==> config.mk <==
export PLATFORM = sky130hd
export DESIGN_NAME = nco_scale
export DESIGN_NICKNAME = d
export VERILOG_FILES = /design/src/hdl/nco_pkg.sv /design/src/hdl/nco_scale.sv
export SDC_FILE = /design/constraint.sdc
export NUM_CORES = 1
export LEC_CHECK = 0
export BUFFER_PORTS_ARGS = -buffer_cell sky130_fd_sc_hd__buf_2
export CAP_MARGIN = 20
export CORE_UTILIZATION = 55
export CTS_BUF_LIST = sky130_fd_sc_hd__clkbuf_4
export CTS_CLUSTER_DIAMETER = 60
export DETAILED_ROUTE_END_ITERATION = 6
export PLACE_DENSITY = 0.82
export SLEW_MARGIN = 20
export SYNTH_ARGS = -nofsm -noshare
export SYNTH_HDL_FRONTEND = slang
export SYNTH_SLANG_ARGS = --single-unit
==> constraint.sdc <==
create_clock -name clk -period 11.68 [get_ports clk]
set_input_delay 2.92 -clock clk [delete_from_list [all_inputs] [get_ports clk]]
set_output_delay 2.92 -clock clk [all_outputs]
set_load 0.01 [all_outputs]
==> src/hdl/nco_pkg.sv <==
// package for the cosine oscillator: sizes, register codes, stage types, cosine table builder
package nco_pkg;

  // core sizes
  localparam int PHASE_BITS      = 32;
  localparam int TABLE_ADDR_BITS = 10;
  localparam int SAMPLE_BITS     = 16;

  // fixed port and field widths
  localparam int STEP_BITS      = 32;
  localparam int CFG_DATA_BITS  = 32;
  localparam int CFG_INDEX_BITS = 1;
  localparam int AMP_BITS       = 16;
  localparam int COS_BITS       = 16;

  // derived sizes
  localparam int TBL_N         = 1 << TABLE_ADDR_BITS;
  localparam int ROM_ADDR_BITS = TABLE_ADDR_BITS + 1;
  localparam int SUM_BITS      = (PHASE_BITS > STEP_BITS) ? PHASE_BITS : STEP_BITS;
  localparam int PROD_BITS     = AMP_BITS + COS_BITS;
  localparam int P_BITS        = PROD_BITS + 2;
  localparam int OUT_SHIFT     = 31 - SAMPLE_BITS;

  // series terms stay below 2^33, so a 36-bit quotient covers them
  localparam int DIV_BITS      = 36;

  localparam logic [AMP_BITS-1:0] AMP_RESET = AMP_BITS'(16384);

  // register indexes
  localparam logic [CFG_INDEX_BITS-1:0] REG_AMPLITUDE   = CFG_INDEX_BITS'(0);
  localparam logic [CFG_INDEX_BITS-1:0] REG_START_PHASE = CFG_INDEX_BITS'(1);

  // fixed-point constants for the table build
  localparam longint HALF_PI_Q30 = 64'sd1686629713;
  localparam longint Q30_ONE     = 64'sd1 <<< 30;
  localparam longint ROUND_Q15   = 64'sd1 <<< 14;

  // accumulator load from a start phase write
  typedef struct packed {
    logic                  load;
    logic [PHASE_BITS-1:0] value;
  } phase_load_t;

  // phase stage to table stage
  typedef struct packed {
    logic                  valid;
    logic [PHASE_BITS-1:0] phase;
  } phase_stage_t;

  // table stage to scaling stage
  typedef struct packed {
    logic                valid;
    logic                neg;
    logic [COS_BITS-1:0] mag;
  } cos_stage_t;

  typedef logic [COS_BITS-1:0] cos_table_t [0:TBL_N];

  // divisors of the cosine series, innermost term first
  function automatic longint horner_div(input int i);
    longint d;
    case (i)
      0:       d = 240;
      1:       d = 182;
      2:       d = 132;
      3:       d = 90;
      4:       d = 56;
      5:       d = 30;
      6:       d = 12;
      default: d = 2;
    endcase
    return d;
  endfunction

  // quotient truncated toward zero by shift and subtract
  function automatic longint div_trunc(input longint num, input longint den);
    longint mag;
    longint rem;
    longint quo;
    mag = (num < 0) ? -num : num;
    rem = 0;
    quo = 0;
    for (int b = DIV_BITS - 1; b >= 0; b--) begin
      rem = (rem <<< 1) | ((mag >>> b) & 64'sd1);
      quo = quo <<< 1;
      if (rem >= den) begin
        rem = rem - den;
        quo = quo | 64'sd1;
      end
    end
    return (num < 0) ? -quo : quo;
  endfunction

  // quarter-wave cosine in Q1.15, entries 0 to TBL_N inclusive
  function automatic cos_table_t build_cos_table();
    cos_table_t tbl;
    longint     x;
    longint     x2;
    longint     r;
    longint     scaled;
    for (int k = 0; k <= TBL_N; k++) begin
      x  = (HALF_PI_Q30 * longint'(k)) >>> TABLE_ADDR_BITS;
      x2 = (x * x) >>> 30;
      r  = Q30_ONE;
      for (int i = 0; i < 8; i++) begin
        scaled = (x2 * r) >>> 30;
        r      = Q30_ONE - div_trunc(scaled, horner_div(i));
      end
      if (r < 0) begin
        r = 0;
      end
      tbl[k] = COS_BITS'((r + ROUND_Q15) >>> 15);
    end
    return tbl;
  endfunction

endpackage

==> src/hdl/nco_scale.sv <==
// scaling stages: amplitude multiply, then sign, round and saturate into the output register
module nco_scale (
  input  logic                                clk,
  input  logic                                rst,
  input  nco_pkg::cos_stage_t                 in_stage,
  input  logic [nco_pkg::AMP_BITS-1:0]        amplitude,
  input  logic                                sample_stall,
  output logic                                take,
  output logic                                sample_valid,
  output logic signed [nco_pkg::SAMPLE_BITS-1:0] sample
);
  import nco_pkg::*;

  localparam logic signed [P_BITS-1:0] HALF = P_BITS'(1) << (OUT_SHIFT - 1);
  localparam logic signed [P_BITS-1:0] SMAX =
    (P_BITS'(1) << (SAMPLE_BITS - 1)) - P_BITS'(1);
  localparam logic signed [P_BITS-1:0] SMIN = ~SMAX;

  logic                          prod_valid;
  logic                          prod_neg;
  logic [PROD_BITS-1:0]          prod;
  logic                          take_out;
  logic signed [P_BITS-1:0]      p_signed;
  logic signed [P_BITS-1:0]      rounded;
  logic signed [P_BITS-1:0]      s_full;
  logic signed [SAMPLE_BITS-1:0] sample_next;

  assign take_out = !sample_valid || !sample_stall;
  assign take     = !prod_valid || take_out;

  // product stage valid
  always_ff @(posedge clk) begin
    if (rst) begin
      prod_valid <= 1'b0;
    end else if (take) begin
      prod_valid <= in_stage.valid;
    end
  end

  // unsigned amplitude times table magnitude
  always_ff @(posedge clk) begin
    if (take && in_stage.valid) begin
      prod     <= PROD_BITS'(amplitude) * PROD_BITS'(in_stage.mag);
      prod_neg <= in_stage.neg;
    end
  end

  // apply sign, round half up, floor shift, clamp
  always_comb begin
    p_signed = prod_neg ? -$signed(P_BITS'(prod)) : $signed(P_BITS'(prod));
    rounded  = p_signed + HALF;
    s_full   = rounded >>> OUT_SHIFT;
    if (s_full > SMAX) begin
      sample_next = SMAX[SAMPLE_BITS-1:0];
    end else if (s_full < SMIN) begin
      sample_next = SMIN[SAMPLE_BITS-1:0];
    end else begin
      sample_next = s_full[SAMPLE_BITS-1:0];
    end
  end

  // output valid
  always_ff @(posedge clk) begin
    if (rst) begin
      sample_valid <= 1'b0;
    end else if (take_out) begin
      sample_valid <= prod_valid;
    end
  end

  // output sample register
  always_ff @(posedge clk) begin
    if (take_out && prod_valid) begin
      sample <= sample_next;
    end
  end

endmodule

==> results.md, run 1 <==
* Number of DRC markers in iteration 0 at 472
* DR WL/cell at 15.9 um
* Setup violators final at 0
* CTS Hold Bufs at 0
* Total congestion overflow at 0
* First-pass GRT wire length at 39300 um
* Inst Count DP at 1483
* Worst skew pair latency at 0.37 ns
* Hold path cells at 2
* Max cap viols at 0
* Largest net degree at the start of global routing at 34
* Post-DRT Antenna Nets at 0
* Starting Density at 56.5%
* H-tree Lvls at 2
* Crit path required time at 11.81 ns
* Hold_sp: prod_valid
* Hold path endpoint: sample_valid
* Fin. Hold Viols at 0
* FF-to-FF setup slack at 7.10 ns
* Worst reg2reg startpoint: prod[13]
* Synth area leader: fa_1
* Hold WS at 0.522 ns
* Post-cts sizing count at 0
* Filler cells at 1637
* Setup Buffers After CTS at 0
* Hold Path Class: flop to flop
* Gr usage total at 24.5%
* Max_slew headroom at 38.1%
* Rows at 51
* Syn Inst Count at 1207
* Placed wire-length estimate at 18900 um
* Setup CP Type: input port to flop
* PortBufs at 54
* DIE WIDTH at 144 um
* Synthesis-to-finish area growth at 4.53%
* Mapped Avg Cell Area at 9.17 um2
* Number of CTS-inserted buffers at 5
* Syn Std Cell Area at 11100 um2
* Die Area at 20700 um2
* Seq/Total Area, Yosys at 13.7%
* Min Clock Period, post-route at 8.80 ns
* Routability cong. at 0.858
* Status: finished, final reports clean
* Primary FF master, synth: edfxtp_1
* # IOs at 55
* Synth warn at 0
* Number of global-route vias before repair at 8219
* Multi-input logic area at 8500 um2
* Clk sinks at 51
* RSZ-0062 raised after global routing: no
* Routed vias/inst at 5.46
* Reg2reg end: sample[1]
* Vias at 8145
* Total Wirelength at 23700 um
* Worst-path clk slew at 0.13 ns
* Core area at 19600 um2
* Share of the synthesized area in the top cell type at 35.1%
* Worst Max-Slew Pin Slew at 0.928 ns
* CTS tree: yes
* Commonest non-fill, non-tap cell in the layout: inv_1
* Synth top area cells: fa_1, edfxtp_1, ha_1, inv_1, and2_1
* Diodes inserted at 0
* Worst setup EP type: flop
* # DRC at 0
* R2r worst-path depth at 11
* Skew final at 0.0132 ns
* Die H at 144 um
* Unique cell type count in the Yosys netlist at 64
* Post-synth EDFFs at 49
* Critical path launch point type: input port
* Sequential Area at 1510 um2
* Most frequent cells in the layout: inv_1, fa_1, nand2_1
* Layout cells sized above 1 at 6.53%
* Syn Nets at 1543
* Pins Over Slew Limit at 0
* CTS Root Cell: clkbuf_4
* TNS Setup at 0 ns
* Clk buf depth at 2
* Initial antenna violation count at 0
* Period utilization at 75.4%
* Max Fclk at 114 MHz
* Total iterations of the first detailed-routing run at 5
* Arrival @ worst endpoint at 8.93 ns
* Seq cells post-synth at 51
* Crit-path max FO at 16
* Finished Layout Cells at 1491
* Async set-reset flop share out of synthesis at 0%
* Net total in the final layout at 1561
## registers in the layout, indices dropped and copies added (netlist names)
register / count
prod_neg: 1
sample_valid: 1
prod_valid: 1
sample: 16
prod: 32
## synth_stat cells (3+ instances only)
master / number
a211oi_1: 4
a21boi_0: 3
a21o_1: 8
a21oi_1: 40
and2_1: 123
and3_1: 3
clkbuf_1: 42
edfxtp_1: 49
fa_1: 194
ha_1: 105
inv_1: 237
nand2_1: 161
nand2b_1: 4
nand3_1: 9
nand4_1: 4
nand4b_1: 5
nor2_1: 33
nor2b_1: 5
nor3_1: 8
nor4_1: 6
o211ai_1: 3
o21a_1: 3
o21ai_0: 20
o21ai_1: 12
o21bai_1: 4
o22ai_1: 5
o31ai_1: 8
or2_2: 7
or3_1: 4
or4_1: 5
xnor2_1: 28
xor2_1: 24
## layer usage
| metal | track usage (%) | share of wire [%] | vias up |
|---|---|---|---|
| li1 | - | - | 3817 |
| met1 | 33.7 | 43 | 3960 |
| met2 | 39.9 | 46 | 317 |
| met3 | 3.50 | 7.8 | 51 |
| met4 | 7.89 | 2.8 | 0 |
| met5 | 0 | 0 | - |
## final cells by class
class | count | share of cell area, %
Clock inverter | 2 | 0.108
Inverter | 237 | 7.69
Sequential cell | 51 | 13.1
Clock buffer | 6 | 0.389
Tap cell | 265 | 2.87
Multi-Input combinational cell | 874 | 73.4
Timing Repair Buffer | 56 | 2.47
## metrics by stage
| stage | utilization [%] | instance area (um2) | setup WS [ns] |
|---|---|---|---|
| 2_1_floorplan | - | 11100 | 2.93 |
| 3_3_place_gp | 58.8 | 11500 | 2.64 |
| 3_5_place_dp | 58.8 | 11500 | 2.46 |
| 4_1_cts | 59.1 | 11600 | 2.90 |
| 5_1_grt | 59.1 | 11600 | 2.66 |
| 6_report | 59.1 | 11600 | 2.88 |
## cell families after synthesis
group | share of synthesized area [%]
adders and majority gates | 46.9
buffers and inverters | 9.60
muxes | 0.0904
xor gates and xnor gates | 4.11
AOI/OAI and AO/OA | 7.69
DFF | 13.7
and+or+nand+nor | 17.9
## worst max path at each step
| stage | cells past startpoint | to | slack (ns) | startpoint |
|---|---|---|---|---|
| 6_report | 22 | prod[31] | 2.88 | amplitude[5] |
| 5_1_grt | 22 | prod[31] | 2.66 | amplitude[5] |
| 4_1_cts | 22 | prod[31] | 2.90 | amplitude[5] |
| 3_5_place_dp | 22 | prod[31] | 2.46 | amplitude[5] |
| 3_3_place_gp | 22 | prod[31] | 2.64 | amplitude[5] |
| 2_1_floorplan | 22 | prod[31] | 2.93 | amplitude[5] |
## worst max-delay path, cell delays in order
cell and delay [ns]:
buf_2 0.20, and2_1 0.22, fa_1 0.53, inv_1 0.06
fa_1 0.58, fa_1 0.44, fa_1 0.49, inv_1 0.05
fa_1 0.52, inv_1 0.05, fa_1 0.53, inv_1 0.04
ha_1 0.33, a21o_1 0.19, a2111oi_0 0.40, o31a_1 0.28
o31ai_1 0.10, a21oi_1 0.23, o31ai_1 0.18, a211o_1 0.29
a21oi_1 0.19, xnor2_1 0.09
Power of run 1 is not shown: default switching activity piles up to over one toggle a cycle in this logic, so the estimate is an artifact.
==> run 2: changes to the inputs <==
--- a/config.mk
+++ b/config.mk
@@ -11,7 +11,7 @@
 export CTS_BUF_LIST = sky130_fd_sc_hd__clkbuf_4
 export CTS_CLUSTER_DIAMETER = 60
 export DETAILED_ROUTE_END_ITERATION = 6
-export PLACE_DENSITY = 0.82
+export PLACE_DENSITY = 0.85
 export SLEW_MARGIN = 20
 export SYNTH_ARGS = -nofsm -noshare
 export SYNTH_HDL_FRONTEND = slang
==> constraint.sdc (replaced) <==
create_clock -name clk -period 7.83 [get_ports clk]
set_input_delay 1.9575 -clock clk [delete_from_list [all_inputs] [get_ports clk]]
set_output_delay 1.9575 -clock clk [all_outputs]
set_load 0.01 [all_outputs]
==> run 2 against run 1 <==
  * Cell area rose by 4.6%
  * Count of clock-buffer cells in the layout fell by 1
  * Die area did not move
  * Critical endpoint is now prod[30]
  * Final cell count rose by 4.1%
  * First-iteration DRC count fell by 11%
  * Via count rose by 3.0%
  * Sequential cell count did not move
  * Utilization rose by 2.7 points
  * Highest routed layer unchanged
==> results.md, run 2 (synthesis gave the netlist of run 1 again) <==
* Period utilization at 96.5%
* Routed vias/inst at 5.41
* Gr usage total at 24.4%
* Diodes inserted at 0
* Total Wirelength at 23400 um
* Die Area at 20700 um2
* Max incr delay on CP at 0.57 ns
* Clk buf depth at 2
* Layout cells sized above 1 at 11.2%
* # IOs at 55
* CTS Root Cell: clkbuf_4
* Number of CTS-inserted buffers at 5
* Hold Path Class: flop to flop
* DR WL/cell at 15.1 um
* Max Fclk at 132 MHz
* Top flop regs: prod x32, sample x16
* Net total in the final layout at 1622
* Worst path top cell family by delay: adder cells
* R2r worst-path depth at 9
* Commonest non-fill, non-tap cell in the layout: inv_1
* Skew final at 0.0172 ns
* Routability cong. at 0.935
* Reg2reg end: sample[6]
* Area post-placement at 12000 um2
* CTS Hold Bufs at 0
* Crit path max-delay cell type: fa_1
* Cell Chain, Critical Path: buf_2, buf_4, and2_1, fa_1, inv_1, fa_1, inv_1, fa_1, fa_1, fa_1, inv_1, fa_1, inv_1, ha_1, nand4_1, or2_2, o211ai_1, a41oi_1, a311oi_1, a21o_1, a21oi_1, xnor2_1
* Crit path required time at 7.96 ns
* Worst Max-Slew Pin Slew at 0.953 ns
* Hold_sp: prod_valid
* Max_slew headroom at 36.4%
* H-tree Lvls at 2
* Hold path endpoint: sample_valid
* Post-DRT Antenna Nets at 0
* Finished Layout Cells at 1552
* First-pass GRT wire length at 39900 um
* Hold path cells at 2
* Largest register FFs at 32
* Pins Over Slew Limit at 0
* Min Clock Period, post-route at 7.56 ns
* Max cap viols at 0
* Number of DRC markers in iteration 0 at 420
* Total iterations of the first detailed-routing run at 5
* CTS tree: yes
* Critical path launch point type: input port
* Most used cell, CP: fa_1
* Synthesis-to-finish area growth at 9.29%
* Setup CP Type: input port to flop
* Setup violators final at 0
* Clk sinks at 51
* Fin. Hold Viols at 0
* Status: finished, final reports clean
* Worst Path Buf+Inv at 6
* PortBufs at 54
* Post-cts sizing count at 0
* # DRC at 0
* Die H at 144 um
* Initial antenna violation count at 0
* Most frequent cells in the layout: inv_1, fa_1, nand2_1
* Setup Buffers After CTS at 0
* Rows at 51
* Filler cells at 1541
* Starting Density at 56.5%
* Crit-path max FO at 10
* Core area at 19600 um2
* RSZ-0062 raised after global routing: no
* Largest net degree at the start of global routing at 34
* Total congestion overflow at 0
* Number of global-route vias before repair at 8721
* Arrival @ worst endpoint at 7.68 ns
* Final Cell Area at 12100 um2
* Worst skew pair latency at 0.37 ns
* Placed wire-length estimate at 20400 um
* Final Util at 61.8%
* Worst setup EP type: flop
* Worst reg2reg startpoint: prod[13]
* Inst Count DP at 1544
* DIE WIDTH at 144 um
* Vias at 8389
* Top reg by flops: prod
* Worst-path clk slew at 0.14 ns
* FF-to-FF setup slack at 3.25 ns
## run 2: per-stage QoR
| stage | hold slack [ns] | setup TNS (ns) | setup WS, ns |
|---|---|---|---|
| 2_1_floorplan | 0.453 | 0 | 0.0410 |
| 3_3_place_gp | 0.474 | -0.102 | -0.0771 |
| 3_5_place_dp | 0.495 | -0.643 | -0.184 |
| 4_1_cts | 0.529 | 0 | 0.179 |
| 5_1_grt | 0.558 | 0 | 0.0196 |
| 6_report | 0.521 | 0 | 0.270 |
## run 2: tightest hold or removal path: stages (launching register included)
cell and delay [ns]:
dfxtp_1 0.37, a21oi_1 0.05, nor2_1 0.08
## run 2: area by class of cell
class	instances	area, um2	share of cell area (%)
Clock buffer	5	37.5	0.310
Clock inverter	3	47.5	0.393
Inverter	237	890	7.35
Multi-Input combinational cell	874	8510	70.4
Sequential cell	51	1510	12.5
Tap cell	265	332	2.74
Timing Repair Buffer	117	768	6.35
## run 2: worst max-delay path by stage
stage,end,cells after the start,slack [ns],start
after global placement,prod[31],22,-0.08,amplitude[5]
final,prod[30],22,0.27,in_stage[6]
after floorplan,prod[31],22,0.04,amplitude[5]
after CTS,prod[31],22,0.18,amplitude[5]
after global routing,prod[30],22,0.02,in_stage[6]
after detailed placement,prod[31],22,-0.18,amplitude[5]
## run 2: metal layers
layer  global-route usage [%]  vias up  routed length [um]
met5                        0        -                   0
met4                     6.72        0                 425
li1                         -     3940                   -
met1                     32.4     4084                9930
met3                     4.07       43                1770
met2                     41.2      322               11300
Power of run 2 is left out for the same reason.
==> run 3: changes to the inputs <==
--- a/config.mk
+++ b/config.mk
@@ -11,6 +11,7 @@
 export CTS_BUF_LIST = sky130_fd_sc_hd__clkbuf_4
 export CTS_CLUSTER_DIAMETER = 60
 export DETAILED_ROUTE_END_ITERATION = 6
+export GPL_TIMING_DRIVEN = 0
 export PLACE_DENSITY = 0.85
 export SLEW_MARGIN = 20
 export SYNTH_ARGS = -nofsm -noshare
==> run 3 against run 2 <==
  * Critical path depth is the same
  * Die area is the same
  * Sequential cell count is the same
  * Clock skew shrank 0.0070 ns
  * Final cell count shrank 1.6%
  * Count of clock-buffer cells in the layout is the same
  * Register-to-register slack gained 0.17 ns
  * Critical path type unchanged
==> results.md, run 3 (synthesis gave the netlist of run 1 again) <==
* Status: finished, final reports clean
* Setup violators final at 0
* Hold path endpoint: sample_valid
* Core area at 19600 um2
* Top Usage Layer GRT: met2
* Rows at 51
* Worst setup EP type: flop
* Clk sinks at 51
* Most used cell, CP: fa_1
* Largest register FFs at 32
* Global-route met1 utilization at 33.6%
* Worst Max-Slew Pin Slew at 0.739 ns
* Total Wirelength at 24400 um
* Setup CP Type: input port to flop
* Post-DRT Antenna Nets at 0
* Initial antenna violation count at 1
* CTS tree: yes
* Starting Density at 56.5%
* Crit-path max FO at 10
* Top reg by flops: prod
* DIE WIDTH at 144 um
* Hold path cells at 2
* Routed vias/inst at 5.46
* Largest net degree at the start of global routing at 34
* Crit path required time at 7.98 ns
* Routability cong. at 0.957
* Worst reg2reg startpoint: prod[13]
* Max_slew headroom at 50.4%
* Max incr delay on CP at 0.58 ns
* Most frequent cells in the layout: inv_1, fa_1, nand2_1
* # DRC at 0
* Skew final at 0.0102 ns
* Crit path max-delay cell type: fa_1
* Worst path top cell family by delay: adder cells
* H-tree Lvls at 2
* Vias at 8340
* Worst Path Buf+Inv at 6
* Grt met2 use at 41.4%
* Total congestion overflow at 0
* PortBufs at 54
* Gr usage total at 25.3%
* Clk buf depth at 2
* Max cap viols at 0
* Number of DRC markers in iteration 0 at 676
* Number of global-route vias before repair at 8364
* Commonest non-fill, non-tap cell in the layout: inv_1
* Arrival @ worst endpoint at 7.79 ns
* Net total in the final layout at 1596
* Grt met3 use at 4.50%
* RSZ-0062 raised after global routing: yes
* Hold Path Class: flop to flop
* Max Fclk at 131 MHz
* Placed wire-length estimate at 20700 um
* Die H at 144 um
* Hold WS at 0.519 ns
* # IOs at 55
* Cell Chain, Critical Path: buf_2, clkbuf_2, and2_1, fa_1, inv_1, fa_1, inv_1, fa_1, fa_1, fa_1, inv_1, fa_1, inv_1, ha_1, nand4_1, or2_2, o211ai_1, a41oi_2, a311oi_2, a21o_1, a21oi_1, xnor2_1
* Worst skew pair latency at 0.38 ns
* Hold_sp: prod_valid
* Worst-path clk slew at 0.14 ns
* FF-to-FF setup slack at 3.42 ns
* Pins Over Slew Limit at 0
* Die Area at 20700 um2
* Reg2reg end: sample[6]
* Period utilization at 97.6%
* Number of CTS-inserted buffers at 5
* CTS Root Cell: clkbuf_4
* Critical path launch point type: input port
* Total iterations of the first detailed-routing run at 7
* Final Cell Area at 11900 um2
* Layout cells sized above 1 at 9.12%
* Fin. Hold Viols at 0
* R2r worst-path depth at 10
* Synthesis-to-finish area growth at 7.48%
* First-pass GRT wire length at 40400 um
* Area post-placement at 11700 um2
* Top flop regs: prod x32, sample x16
* DR WL/cell at 16.0 um
* Min Clock Period, post-route at 7.64 ns
==> run 3: how the worst max path moves through the flow <==
stage	start	end	cells after the start
2_1_floorplan	amplitude[5]	prod[31]	22
3_3_place_gp	amplitude[8]	prod[31]	22
3_5_place_dp	amplitude[8]	prod[31]	22
4_1_cts	amplitude[3]	prod[30]	22
5_1_grt	amplitude[11]	prod[25]	22
6_report	in_stage[4]	prod[30]	22
==> run 3: stage by stage <==
| step | utilization (%) | setup TNS [ns] | cells | worst slack, ns |
|---|---|---|---|---|
| 5_1_grt | 60.7 | -0.0525 | 1527 | -0.0296 |
| 4_1_cts | 60.3 | 0 | 1525 | 0.00353 |
| 3_3_place_gp | 59.6 | -4.55 | 1526 | -0.720 |
| 3_5_place_dp | 59.6 | -5.87 | 1526 | -0.774 |
| 6_report | 60.7 | 0 | 1527 | 0.188 |
| 2_1_floorplan | - | 0 | 1207 | 0.0410 |
==> run 3: cell type report <==
type | count | area [um2]
multi-input cells | 874 | 8560
fillers | 1627 | 7690
flip-flops and latches | 51 | 1510
inverters | 237 | 890
well taps | 265 | 332
repair buffers | 59 | 310
plain buffers | 32 | 186
clock inverters | 3 | 67.6
clock buffers | 5 | 37.5
diodes | 1 | 2.50
==> run 3: worst min-delay path: cells and delay by family, from the launching register on <==
kind,cells,cell delay (ns)
compound gates,1,0.05
flops,1,0.37
simple gates,1,0.08
==> run 3: per-layer routing <==
| metal | up-vias | share of wire [%] |
|---|---|---|
| li1 | 3893 | - |
| met1 | 4019 | 42 |
| met2 | 367 | 46 |
| met3 | 61 | 8.6 |
| met4 | 0 | 2.9 |
| met5 | - | 0 |
==> run 3: what timing repair did <==
| action | CTS | global route |
|---|---|---|
| endpoints found under the hold margin | 0 | 0 |
| resized for setup | 26 | 34 |
| hold buffers | 0 | 0 |
| setup buffers | 3 | 2 |
| endpoints found under the setup margin | 8 | 8 |
| pin swaps | 3 | 9 |
Power of run 3 is left out for the same reason.
