### src/hdl/nco_pkg.sv
// package for the cosine oscillator: sizes, register codes, stage types, cosine table builder
package nco_pkg;

  // core sizes
  localparam int PHASE_BITS      = 32;
  localparam int TABLE_ADDR_BITS = 10;
  localparam int SAMPLE_BITS     = 16;

  // fixed port and field widths
  localparam int STEP_BITS      = 32;
  localparam int CFG_DATA_BITS  = 32;
  localparam int CFG_INDEX_BITS = 1;
  localparam int AMP_BITS       = 16;
  localparam int COS_BITS       = 16;

  // derived sizes
  localparam int TBL_N         = 1 << TABLE_ADDR_BITS;
  localparam int ROM_ADDR_BITS = TABLE_ADDR_BITS + 1;
  localparam int SUM_BITS      = (PHASE_BITS > STEP_BITS) ? PHASE_BITS : STEP_BITS;
  localparam int PROD_BITS     = AMP_BITS + COS_BITS;
  localparam int P_BITS        = PROD_BITS + 2;
  localparam int OUT_SHIFT     = 31 - SAMPLE_BITS;

  // series terms stay below 2^33, so a 36-bit quotient covers them
  localparam int DIV_BITS      = 36;

  localparam logic [AMP_BITS-1:0] AMP_RESET = AMP_BITS'(16384);

  // register indexes
  localparam logic [CFG_INDEX_BITS-1:0] REG_AMPLITUDE   = CFG_INDEX_BITS'(0);
  localparam logic [CFG_INDEX_BITS-1:0] REG_START_PHASE = CFG_INDEX_BITS'(1);

  // fixed-point constants for the table build
  localparam longint HALF_PI_Q30 = 64'sd1686629713;
  localparam longint Q30_ONE     = 64'sd1 <<< 30;
  localparam longint ROUND_Q15   = 64'sd1 <<< 14;

  // accumulator load from a start phase write
  typedef struct packed {
    logic                  load;
    logic [PHASE_BITS-1:0] value;
  } phase_load_t;

  // phase stage to table stage
  typedef struct packed {
    logic                  valid;
    logic [PHASE_BITS-1:0] phase;
  } phase_stage_t;

  // table stage to scaling stage
  typedef struct packed {
    logic                valid;
    logic                neg;
    logic [COS_BITS-1:0] mag;
  } cos_stage_t;

  typedef logic [COS_BITS-1:0] cos_table_t [0:TBL_N];

  // divisors of the cosine series, innermost term first
  function automatic longint horner_div(input int i);
    longint d;
    case (i)
      0:       d = 240;
      1:       d = 182;
      2:       d = 132;
      3:       d = 90;
      4:       d = 56;
      5:       d = 30;
      6:       d = 12;
      default: d = 2;
    endcase
    return d;
  endfunction

  // quotient truncated toward zero by shift and subtract
  function automatic longint div_trunc(input longint num, input longint den);
    longint mag;
    longint rem;
    longint quo;
    mag = (num < 0) ? -num : num;
    rem = 0;
    quo = 0;
    for (int b = DIV_BITS - 1; b >= 0; b--) begin
      rem = (rem <<< 1) | ((mag >>> b) & 64'sd1);
      quo = quo <<< 1;
      if (rem >= den) begin
        rem = rem - den;
        quo = quo | 64'sd1;
      end
    end
    return (num < 0) ? -quo : quo;
  endfunction

  // quarter-wave cosine in Q1.15, entries 0 to TBL_N inclusive
  function automatic cos_table_t build_cos_table();
    cos_table_t tbl;
    longint     x;
    longint     x2;
    longint     r;
    longint     scaled;
    for (int k = 0; k <= TBL_N; k++) begin
      x  = (HALF_PI_Q30 * longint'(k)) >>> TABLE_ADDR_BITS;
      x2 = (x * x) >>> 30;
      r  = Q30_ONE;
      for (int i = 0; i < 8; i++) begin
        scaled = (x2 * r) >>> 30;
        r      = Q30_ONE - div_trunc(scaled, horner_div(i));
      end
      if (r < 0) begin
        r = 0;
      end
      tbl[k] = COS_BITS'((r + ROUND_Q15) >>> 15);
    end
    return tbl;
  endfunction

endpackage

### src/hdl/nco_phase_acc.sv
// phase accumulator stage: adds each phase step and holds the new phase
module nco_phase_acc (
  input  logic                        clk,
  input  logic                        rst,
  input  logic                        step_valid,
  input  logic [nco_pkg::STEP_BITS-1:0] step,
  input  nco_pkg::phase_load_t        phase_load,
  input  logic                        take_next,
  output logic                        take,
  output nco_pkg::phase_stage_t       stage
);
  import nco_pkg::*;

  logic                  valid;
  logic [PHASE_BITS-1:0] acc;
  logic [SUM_BITS-1:0]   sum;

  // stage can load when empty or when the next stage takes its item
  assign take = !valid || take_next;

  // wrapping add of the step
  assign sum = SUM_BITS'(acc) + SUM_BITS'(step);

  // valid flag
  always_ff @(posedge clk) begin
    if (rst) begin
      valid <= 1'b0;
    end else if (take) begin
      valid <= step_valid;
    end
  end

  // accumulator, loaded by a start phase write
  always_ff @(posedge clk) begin
    if (rst) begin
      acc <= '0;
    end else if (phase_load.load) begin
      acc <= phase_load.value;
    end else if (step_valid && take) begin
      acc <= sum[PHASE_BITS-1:0];
    end
  end

  assign stage.valid = valid;
  assign stage.phase = acc;

endmodule

### config.mk
export PLATFORM = sky130hd
export DESIGN_NAME = nco_phase_acc
export DESIGN_NICKNAME = d
export VERILOG_FILES = /design/src/hdl/nco_pkg.sv /design/src/hdl/nco_phase_acc.sv
export SDC_FILE = /design/constraint.sdc
export NUM_CORES = 1
export LEC_CHECK = 0
export ABC_AREA = 1
export BUFFER_PORTS_ARGS = -buffer_cell sky130_fd_sc_hd__buf_2
export CAP_MARGIN = 20
export CORE_AREA = 2 2 100 102
export DETAILED_ROUTE_END_ITERATION = 7
export DIE_AREA = 0 0 102 104
export MAX_ROUTING_LAYER = met4
export RECOVER_POWER = 100
export SYNTH_ARGS = -nofsm -noshare
export SYNTH_HDL_FRONTEND = slang
export SYNTH_SLANG_ARGS = --single-unit
### constraint.sdc
create_clock -name clk -period 2.1 [get_ports clk]
set_input_delay 0.42 -clock clk [delete_from_list [all_inputs] [get_ports clk]]
set_output_delay 0.42 -clock clk [all_outputs]
set_load 0.05 [all_outputs]
==> out/results.txt, run 1 <==
max cap viols: 0
via/cell ratio: 4.84
largest net degree at the start of global routing: 22
clk_lat worst skew: 0.29 ns
CTS Buf Count: 5
Tcrit/Tclk final: 0.947
total chip power: 0.00277 W
Synth Area in Simple Gates: 0.416
Synth Area in Compound Gates: 0.140
Core Footprint: 0.00955 mm2
worst path arrival time: 2.22 ns
GPL Wtd Cong: 0.924
multiplexer share of the synthesized area: 0
launch point of the worst reg-to-reg path: acc[25]
top post-synthesis cells by count: nand2_1, inv_1, nor2_1, nand3_1, a21oi_1
Critical Path Slowest Stage Cell: nor3b_1
Root Buffer: clkbuf_8
Hold WS: 0.394 ns
syn nets: 749
ANT nets after route: 0
main combinational cell family by area after synthesis: simple AND/OR/NAND/NOR gates
wire length on met2: 5.38 mm
Worst EP required: 2.33 ns
Initial Utilization: 0.389
total track usage: 0.241
Crit Path Category: reg2reg
Die Width: 102 um
synthesized area: 0.00371 mm2
minimum clock period: 1.99 ns
EDFF count, synth: 0
initial antenna violation count: 0
Warnings, synthesis: 0
die height: 104 um
Register-to-Register Path Depth: 8
WL final: 12.5 mm
crit-path cells: ha_1, nand2_1, nor2_2, nor3b_1, a21oi_1, nand3_1, nand3_1, a21oi_1
Layout Skew: 0.00512 ns
DP HPWL: 10.3 mm
vias in the first global route: 4090
area fraction of the dominant cell type after synthesis: 0.223
outcome: finished, final reports clean
Hold EP: acc[1]
M1 WL: 6.33 mm
dpl cell area: 0.00463 mm2
Ports: 103
startpoint types: flip-flop
Max Root-Sink Buffers: 2
Hold Path Class: in2reg
RSZ-0062 raised after global routing: no
Pre-antenna DRT Iters: 5
slack of the critical path: 0.111 ns
Leak: 2.60 nW
CTS H-tree lvls: 2
crit-path leading delay family: simple AND/OR/NAND/NOR gates
Area Growth Syn to Fin: 27.2%
Peak VDD IR: 0.263 mV
worst hold path cell count: 3
Netlist cell types: 35
crit path capture type: flip-flop
worst flop-to-flop path endpoint: acc[30]
Syn Inst Count: 648
Power Density: 587 mW/mm2
nets: 883
Reg2Reg Setup Slack: 0.11 ns
synthesized area per cell: 5.73 um2
DR top layer: met4
CP Buf/Inv Count: 0
drt wl/cell: 13.7 um
CTS Hold Bufs: 0
cell depth of the worst setup path: 8
GRT overflow: 0
Synth async-reset ratio: 0
Max-slew headroom: 0.441
synthesized flop and latch total: 33
worst-path fanout max: 4
FMAX: 503 MHz
Max Transition Viols Final: 0
register clock-pin slew on the reported worst setup and hold paths: 0.08 ns
Die ar.: 0.0106 mm2
PortBufs: 102
total clock sinks: 33
first-pass GRT wire length: 19.8 mm
Hold Crit Start: phase_load[1]
Seq/Total Area, Yosys: 0.178
predominant post-synthesis flop cell: dfxtp_1
post-synthesis xor/xnor area fraction: 0.0307
Synth Area in Adders: 0.110
n_diodes: 0
drt drc: 0
fin area: 0.00472 mm2
Fin Setup TNS: 0 ns
row cnt: 36
layout cell share with drive strength beyond 1: 0.194
pre-CTS setup slack: -0.196 ns
CTS tree: built
DR vias: 4435
measured slew at the worst slew-check pin: 0.838 ns
Critical Path Max Stage Delay: 0.40 ns
final setup violation count: 0
Fin. Hold Viols: 0
DR iter-0 viols: 217
Synth area leaders: nand2_1, dfxtp_1, ha_1
largest area contributor in the netlist: nand2_1
count leader, synth: nand2_1
met3 WL post-DR: 756 um
## logic make-up (layout without fill, tap and decap cells)
family                     after synthesis  after routing
and+or+nand+nor                        363            363
buffers and inverters                  120            255
AOI/OAI and AO/OA                       87             87
DFF                                     33             33
adders and majority gates               32             32
xor gates and xnor gates                13             13
## stage by stage
| step | util | instances |
|---|---|---|
| 3_5_place_dp | 0.484 | 908 |
| 5_1_grt | 0.494 | 916 |
| 3_3_place_gp | 0.484 | 908 |
| 4_1_cts | 0.497 | 916 |
| 2_1_floorplan | - | 648 |
| 6_report | 0.494 | 916 |
## area by class of cell
class	instances	area [um2]
clock buffers	7	86.3
clock inverters	1	30.0
fillers	1077	4830
inverters	106	398
multi-input cells	495	2610
flip-flops and latches	33	661
well taps	133	166
repair buffers	141	768
## what timing repair did
action	CTS	global route
endpoints found under the setup margin	0	14
setup buffers	0	0
resized for setup	0	14
## worst min-delay path, delay by kind of cell
family	cells	cell delay, ns
buf+inv	1	0.09
compound gates	1	0.08
simple gates	1	0.05
## routing by layer
layer | up-vias | track usage
met4 | 0 | 0.0410
met2 | 129 | 0.361
met1 | 1978 | 0.352
met3 | 7 | 0.0296
met5 | - | -
li1 | 2321 | -
## placed cells by master, fill, tap and decap left out, types with 2 or more instances in the layout
master    synthesis  routed
ha_1             31      31
a21oi_1          47      47
buf_4             2      35
inv_2             8       8
o21ai_0           8       8
clkbuf_4          0       2
nor2_4            3       3
nand3b_1          2       2
o21ai_1           2       2
clkbuf_1          6      37
nor2_1           56      57
nor2_2            6       5
inv_1            96      96
nor3_1            2       2
xnor2_1           2       2
o21bai_1          5       5
nand4_1           6       6
or2_2             2       2
buf_2             6      67
a31oi_1           9       9
a22o_1           12      12
nand2_2          12      12
clkinv_1          2       2
nand3_1          48      43
dfxtp_1          33      33
clkbuf_8          0       6
a311oi_1          2       2
xor2_1           11      11
nand2_1         220     220
nand3_2           1       6
## registers in the layout (all words and copies together) (netlist names)
| register | flops |
|---|---|
| acc | 32 |
| valid | 1 |
## worst max-delay path by stage
stage / start / to / slack [ns]
floorplan: acc[0] / acc[16] / 0.001
global placement: step[0] / acc[24] / -0.16
detailed placement: step[0] / acc[28] / -0.20
CTS: acc[0] / acc[28] / 0.03
global route: acc[2] / acc[17] / 0.006
finish: acc[25] / acc[30] / 0.11
## power by group
group / switching [W] / internal, W / total (W)
registers: 0.0000497 / 0.000683 / 0.000733
clock network: 0.000274 / 0.000388 / 0.000662
logic: 0.000896 / 0.000481 / 0.00138
total: 0.00122 / 0.00155 / 0.00277
Power figures use the tool's default switching activity.
==> inputs of run 2 (changes only) <==
- CORE_AREA: 2 2 100 102 -> 2 2 106 108
- DIE_AREA: 0 0 102 104 -> 0 0 108 110
- SETUP_SLACK_MARGIN: default -> 0.15
==> out/results.txt, run 2 (synthesis gave the netlist of run 1 again) <==
total chip power: 0.00270 W (-2.5%)
Max-slew headroom: 0.591 (+0.150)
Critical Path Slowest Stage Cell: fa_2
Root Buffer: clkbuf_8
commonest non-fill, non-tap cell in the layout: nand2_1
crit path capture type: flip-flop
total clock sinks: 33 (unchanged)
DR iter-0 viols: 200 (-7.8%)
most frequent cells in the layout: nand2_1, inv_1, buf_2, nor2_1
clk_lat worst skew: 0.31 ns (+0.02 ns)
nets: 867 (-1.8%)
CTS H-tree lvls: 2 (unchanged)
launch point of the worst reg-to-reg path: acc[0]
crit-path leading delay family: simple AND/OR/NAND/NOR gates
Initial Utilization: 0.347 (-0.0417)
Power Density: 556 mW/mm2 (-5.2%)
minimum clock period: 1.92 ns (-0.0735 ns)
Layout Skew: 0.00908 ns (+0.00396 ns)
CTS Buf Count: 5 (unchanged)
Die ar.: 0.0119 mm2 (+12%)
GRT overflow: 0 (unchanged)
crit-path cells: ha_4, fa_2, nand2_2, nand3_2, nand3_1, nand2_2, nand2_1, nand2_1, nand3_2, nand2_1, nand2_1, nand3_1, a21oi_1
Max Root-Sink Buffers: 2 (unchanged)
die height: 110 um (+5.8%)
outcome: finished, final reports clean
Die Width: 108 um (+5.9%)
Ports: 103 (unchanged)
slack of the critical path: 0.184 ns (+0.0735 ns)
row cnt: 38 (+5.6%)
worst-path fanout max: 5 (+1)
initial antenna violation count: 0 (unchanged)
Hold WS: 0.375 ns (-0.0184 ns)
first-pass GRT wire length: 19.8 mm (about the same)
Fin. Hold Viols: 0 (unchanged)
total track usage: 0.222 (-0.0186)
DP HPWL: 10.3 mm (-0.73%)
Reg2Reg Setup Slack: 0.18 ns (+0.07 ns)
DR vias: 4405 (-0.68%)
Peak VDD IR: 0.281 mV (+7.0%)
worst flop-to-flop path endpoint: acc[30]
Hold Crit Start: phase_load[13]
Core Footprint: 0.0107 mm2 (+12%)
Leak: 2.55 nW (-1.8%)
Area Growth Syn to Fin: 31.0%
fin area: 0.00486 mm2 (+2.9%)
top flop regs: acc: 32 flops, valid: 1 flops
max cap viols: 0 (unchanged)
Crit Path Category: reg2reg
drt drc: 0 (unchanged)
CP Capture Point: acc[30]
vias in the first global route: 4089 (-0.024%)
most used cell, CP: nand2_1
ANT nets after route: 0 (unchanged)
via/cell ratio: 4.86 (+0.42%)
Worst EP required: 2.34 ns (about the same)
Max Transition Viols Final: 0 (unchanged)
n_diodes: 0 (unchanged)
WL final: 12.9 mm (+2.8%)
Final Util: 0.454 (-0.0402)
cell depth of the worst setup path: 13 (+5)
Tcrit/Tclk final: 0.912 (-0.0350)
CTS tree: built
worst hold path cell count: 3 (unchanged)
drt wl/cell: 14.2 um (+3.9%)
CP Buf/Inv Count: 0 (unchanged)
max reg flops: 32 (unchanged)
layout cell share with drive strength beyond 1: 0.232 (+0.0383)
Pre-antenna DRT Iters: 5 (unchanged)
Critical Path Max Stage Delay: 0.41 ns (about the same)
worst path arrival time: 2.15 ns (-0.07 ns)
worst setup path startpoint: acc[0]
dpl cell area: 0.00451 mm2 (-2.5%)
GPL Wtd Cong: 0.951 (+2.9%)
Register-to-Register Path Depth: 13 (+5)
Largest Register: acc
CTS Hold Bufs: 0 (unchanged)
measured slew at the worst slew-check pin: 0.617 ns (-0.222 ns)
PortBufs: 102 (unchanged)
register clock-pin slew on the reported worst setup and hold paths: 0.08 ns (about the same)
final setup violation count: 0 (unchanged)
Hold Path Class: in2reg
largest net degree at the start of global routing: 23 (+4.5%)
startpoint types: flip-flop
FMAX: 522 MHz (+3.8%)
RSZ-0062 raised after global routing: yes
pre-CTS setup slack: -0.128 ns (+0.0673 ns)
## run 2: cell count changes in the layout (fill, tap and decap cells not counted), sizes merged
cell | previous run | this run
bufinv | 1 | 0
buf | 103 | 91
clkbuf | 45 | 41
## run 2: layout make-up
cell class,instances,area (um2)
clock buffer,7,86.3
fill,1224,5840
tap,140,175
timing repair buffer,125,666
sequential,33,663
inverter,106,398
multi-input combinational,495,2870
## run 2: routing by layer
layer	part of all wire	GRT usage	up-vias
li1	-	-	2293
met1	0.46	0.295	1988
met2	0.46	0.355	106
met3	0.057	0.0241	18
met4	0.025	0.0751	0
met5	0	-	-
## run 2: timing repair
action	CTS	global route
setup buffers	0	3
pin swaps	0	8
resized for setup	4	62
setup endpoints to repair	9	20
endpoints found under the hold margin	0	0
## run 2: worst min path at each step
stage / endpoint / slack, ns
after floorplan: acc[0] / 0.58
after global placement: acc[7] / 0.47
after detailed placement: acc[5] / 0.48
after CTS: acc[11] / 0.37
after global routing: acc[14] / 0.37
final: acc[13] / 0.38
## run 2: through the flow
stage | std cells | setup TNS (ns)
6_report | 906 | 0
5_1_grt | 906 | 0
4_1_cts | 903 | 0
3_5_place_dp | 896 | -0.935
3_3_place_gp | 896 | -0.504
2_1_floorplan | 648 | 0
## run 2: power breakdown
group / leakage (nW) / switching (W) / internal [W] / total, W
combinational: 2.24 / 0.000920 / 0.000502 / 0.00142
clock: 0.0443 / 0.000279 / 0.000261 / 0.000540
sequential: 0.274 / 0.0000582 / 0.000684 / 0.000742
total: 2.55 / 0.00126 / 0.00145 / 0.00270
## run 2: worst min-delay path: cells and delay by family
kind / cells / cell delay (ns)
AOI/OAI and AO/OA: 1 / 0.07
buffers and inverters: 1 / 0.10
and+or+nand+nor: 1 / 0.05
==> inputs of run 3 (changes only) <==
- ABC_AREA: 1 -> 0
- CORE_AREA: 2 2 106 108 -> 2 2 99 101
- DIE_AREA: 0 0 108 110 -> 0 0 101 103
==> out/results.txt, run 3 <==
register clock-pin slew on the reported worst setup and hold paths: 0.09 ns (about the same)
outcome: complete, but fails checks
number of fill cells: 905 (-26%)
pre-CTS setup slack: -0.665 ns (-0.537 ns)
CP Buf/Inv Count: 1 (+1)
layout cell share with drive strength beyond 1: 0.458 (+0.225)
clk_lat worst skew: 0.30 ns (about the same)
DR iter-0 viols: 158 (-21%)
nets: 740 (-15%)
Initial Utilization: 0.340 (-0.00709)
CTS tree: built
Synth async-reset ratio: 0 (unchanged)
Ports: 103 (unchanged)
area fraction of the dominant cell type after synthesis: 0.206 (-0.0170)
DP HPWL: 9.23 mm (-10%)
max reg flops: 32 (unchanged)
Leak: 2.49 nW (-2.3%)
Worst EP required: 2.28 ns (-0.06 ns)
Critical Path Max Stage Delay: 0.41 ns (about the same)
Tcrit/Tclk final: 1.20 (+0.292)
GPL Wtd Cong: 0.902 (-5.1%)
Netlist cell types: 60 (+71%)
Area Growth Syn to Fin: 66.5%
Die ar.: 0.0104 mm2 (-12%)
Pre-antenna DRT Iters: 4 (-1)
failing checks: setup timing
max cap viols: 0 (unchanged)
most used cell, CP: o41ai_4
total track usage: 0.239 (+0.0169)
Max-slew headroom: 0.374 (-0.217)
synthesized area per cell: 7.44 um2 (+30%)
measured slew at the worst slew-check pin: 0.938 ns (+0.322 ns)
post-synthesis xor/xnor area fraction: 0.0654 (+0.0347)
most frequent cells in the layout: buf_4, buf_2, a21oi_1, nand2_1, clkbuf_1
FMAX: 395 MHz (-24%)
minimum clock period: 2.53 ns (+0.614 ns)
Root Buffer: clkbuf_8
largest net degree at the start of global routing: 29 (+26%)
main combinational cell family by area after synthesis: compound AO/OA/AOI/OAI gates
drt wl/cell: 16.4 um (+15%)
initial antenna violation count: 0 (unchanged)
vias in the first global route: 4026 (-1.5%)
CTS Hold Bufs: 0 (unchanged)
Peak VDD IR: 0.289 mV (+2.7%)
largest area contributor in the netlist: dfxtp_1
final setup violation count: 26 (+26)
die height: 103 um (-6.4%)
crit path capture type: flip-flop
CTS H-tree lvls: 2 (unchanged)
first-pass GRT wire length: 19.1 mm (-3.5%)
startpoint types: flip-flop
Die Width: 101 um (-6.5%)
total clock sinks: 33 (unchanged)
Hold Path Class: in2reg
top post-synthesis cells by count: a21oi_1, nand2_1, dfxtp_1, ha_1, nor2_1
register area: 732 um2 (+10%)
Fin. Hold Viols: 0 (unchanged)
ANT nets after route: 0 (unchanged)
GRT overflow: 0 (unchanged)
Warnings, synthesis: 0 (unchanged)
wire length on met2: 6.31 mm (+6.5%)
row cnt: 36 (-5.3%)
Power Density: 624 mW/mm2 (+12%)
syn nets: 533 (-29%)
crit-path cells: ha_4, fa_2, a21oi_4, o211ai_4, a2111oi_4, o41ai_4, a41oi_2, buf_4, o41ai_4, xnor2_1, o22ai_1
Synth Area in Simple Gates: 0.193 (-0.223)
DR top layer: met4
WL final: 12.3 mm (-4.3%)
Synth Area in Compound Gates: 0.358 (+0.218)
count leader, synth: a21oi_1
PortBufs: 102 (unchanged)
met3 WL post-DR: 515 um (-30%)
Crit Path Category: reg2reg
Synth area leaders: dfxtp_1, ha_1, a21oi_1
M1 WL: 5.38 mm (-8.8%)
EDFF count, synth: 0 (unchanged)
multi-input logic area: 0.00282 mm2 (-1.8%)
via/cell ratio: 5.32 (+9.4%)
Syn Inst Count: 432 (-33%)
RSZ-0062 raised after global routing: yes
DR vias: 4010 (-9.0%)
crit-path leading delay family: compound AO/OA/AOI/OAI gates
synthesized area: 0.00321 mm2 (-13%)
Max Root-Sink Buffers: 2 (unchanged)
n_diodes: 0 (unchanged)
predominant post-synthesis flop cell: dfxtp_1
Layout Skew: 0.00760 ns (-0.00148 ns)
Seq/Total Area, Yosys: 0.206 (+0.0275)
Max Transition Viols Final: 0 (unchanged)
Core Footprint: 0.00946 mm2 (-12%)
dpl cell area: 0.00480 mm2 (+6.6%)
Synth Area in Adders: 0.127 (+0.0170)
worst-path fanout max: 2 (-3)
fin area: 0.00535 mm2 (+10%)
drt drc: 0 (unchanged)
multiplexer share of the synthesized area: 0.00350 (+0.00350)
synthesized flop and latch total: 33 (unchanged)
Largest Register: acc
slack of the critical path: -0.429 ns (-0.614 ns)
CTS Buf Count: 5 (unchanged)
commonest non-fill, non-tap cell in the layout: buf_4
worst path arrival time: 2.71 ns (+0.56 ns)
top flop regs: acc: 32 flops, valid: 1 flops
Critical Path Slowest Stage Cell: fa_2
[run 3: changes by cell type after synthesis, moves of 12 or more]
cell | before | now
clkbuf_1 | 6 | 24
a21oi_1 | 47 | 71
nand3_1 | 48 | 9
nor2_1 | 56 | 31
a21o_1 | 0 | 17
inv_1 | 96 | 11
a22o_1 | 12 | 0
xnor2_1 | 2 | 18
nand2_2 | 12 | 0
nand2_1 | 220 | 46
[run 3: path summary, 6_finish.rpt]
path,endpoint,cells past startpoint,start,slack [ns]
min,acc[21],2,phase_load[21],0.34
max,acc[28],11,acc[0],-0.43
min reg2reg,acc[7],2,acc[7],0.52
max reg2reg,acc[28],11,acc[0],-0.43
[run 3: cell families (layout without fill, tap and decap cells)]
| group | Yosys count | count (layout) |
|---|---|---|
| AND/OR/NAND/NOR | 131 | 131 |
| adder cells (fa/ha/maj) | 32 | 32 |
| XOR/XNOR | 24 | 24 |
| multiplexers | 1 | 1 |
| flip-flops | 33 | 33 |
| buffers and inverters | 39 | 247 |
| AO/OA/AOI/OAI | 172 | 172 |
[run 3: report_power, final]
part / switching [W] / leakage, nW / internal [W]
registers: 0.0000497 / 0.286 / 0.000686
logic: 0.00100 / 2.14 / 0.000837
clock network: 0.000290 / 0.0681 / 0.000472
total: 0.00134 / 2.49 / 0.00200
[run 3: layer usage]
| layer | vias to the layer above | global-route usage |
|---|---|---|
| met4 | 0 | 0.0457 |
| met3 | 12 | 0.0271 |
| li1 | 2015 | - |
| met5 | - | - |
| met1 | 1868 | 0.287 |
| met2 | 115 | 0.436 |
[run 3: final cells by class]
class | count | share of cell area
Multi-Input combinational cell | 360 | 0.527
Clock inverter | 3 | 0.0122
Sequential cell | 33 | 0.137
Tap cell | 114 | 0.0266
Timing Repair Buffer | 228 | 0.277
Inverter | 11 | 0.00771
Clock buffer | 5 | 0.0129
[run 3: what timing repair did]
action | 4_1_cts | 5_1_grt
pin swaps | 45 | 26
setup endpoints to repair | 28 | 28
gates resized for setup | 32 | 28
setup buffers | 16 | 7
[run 3: stage by stage]
step	std cells	total power, W	hold WS [ns]	setup TNS [ns]	util
after floorplan	432	0.00176	0.549	-2.00	-
after global placement	723	0.00233	0.490	-9.77	0.508
after detailed placement	723	0.00235	0.501	-11.17	0.508
after CTS	747	0.00326	0.335	-4.80	0.549
after global routing	754	0.00353	0.345	-9.56	0.566
final	754	0.00334	0.340	-6.28	0.566
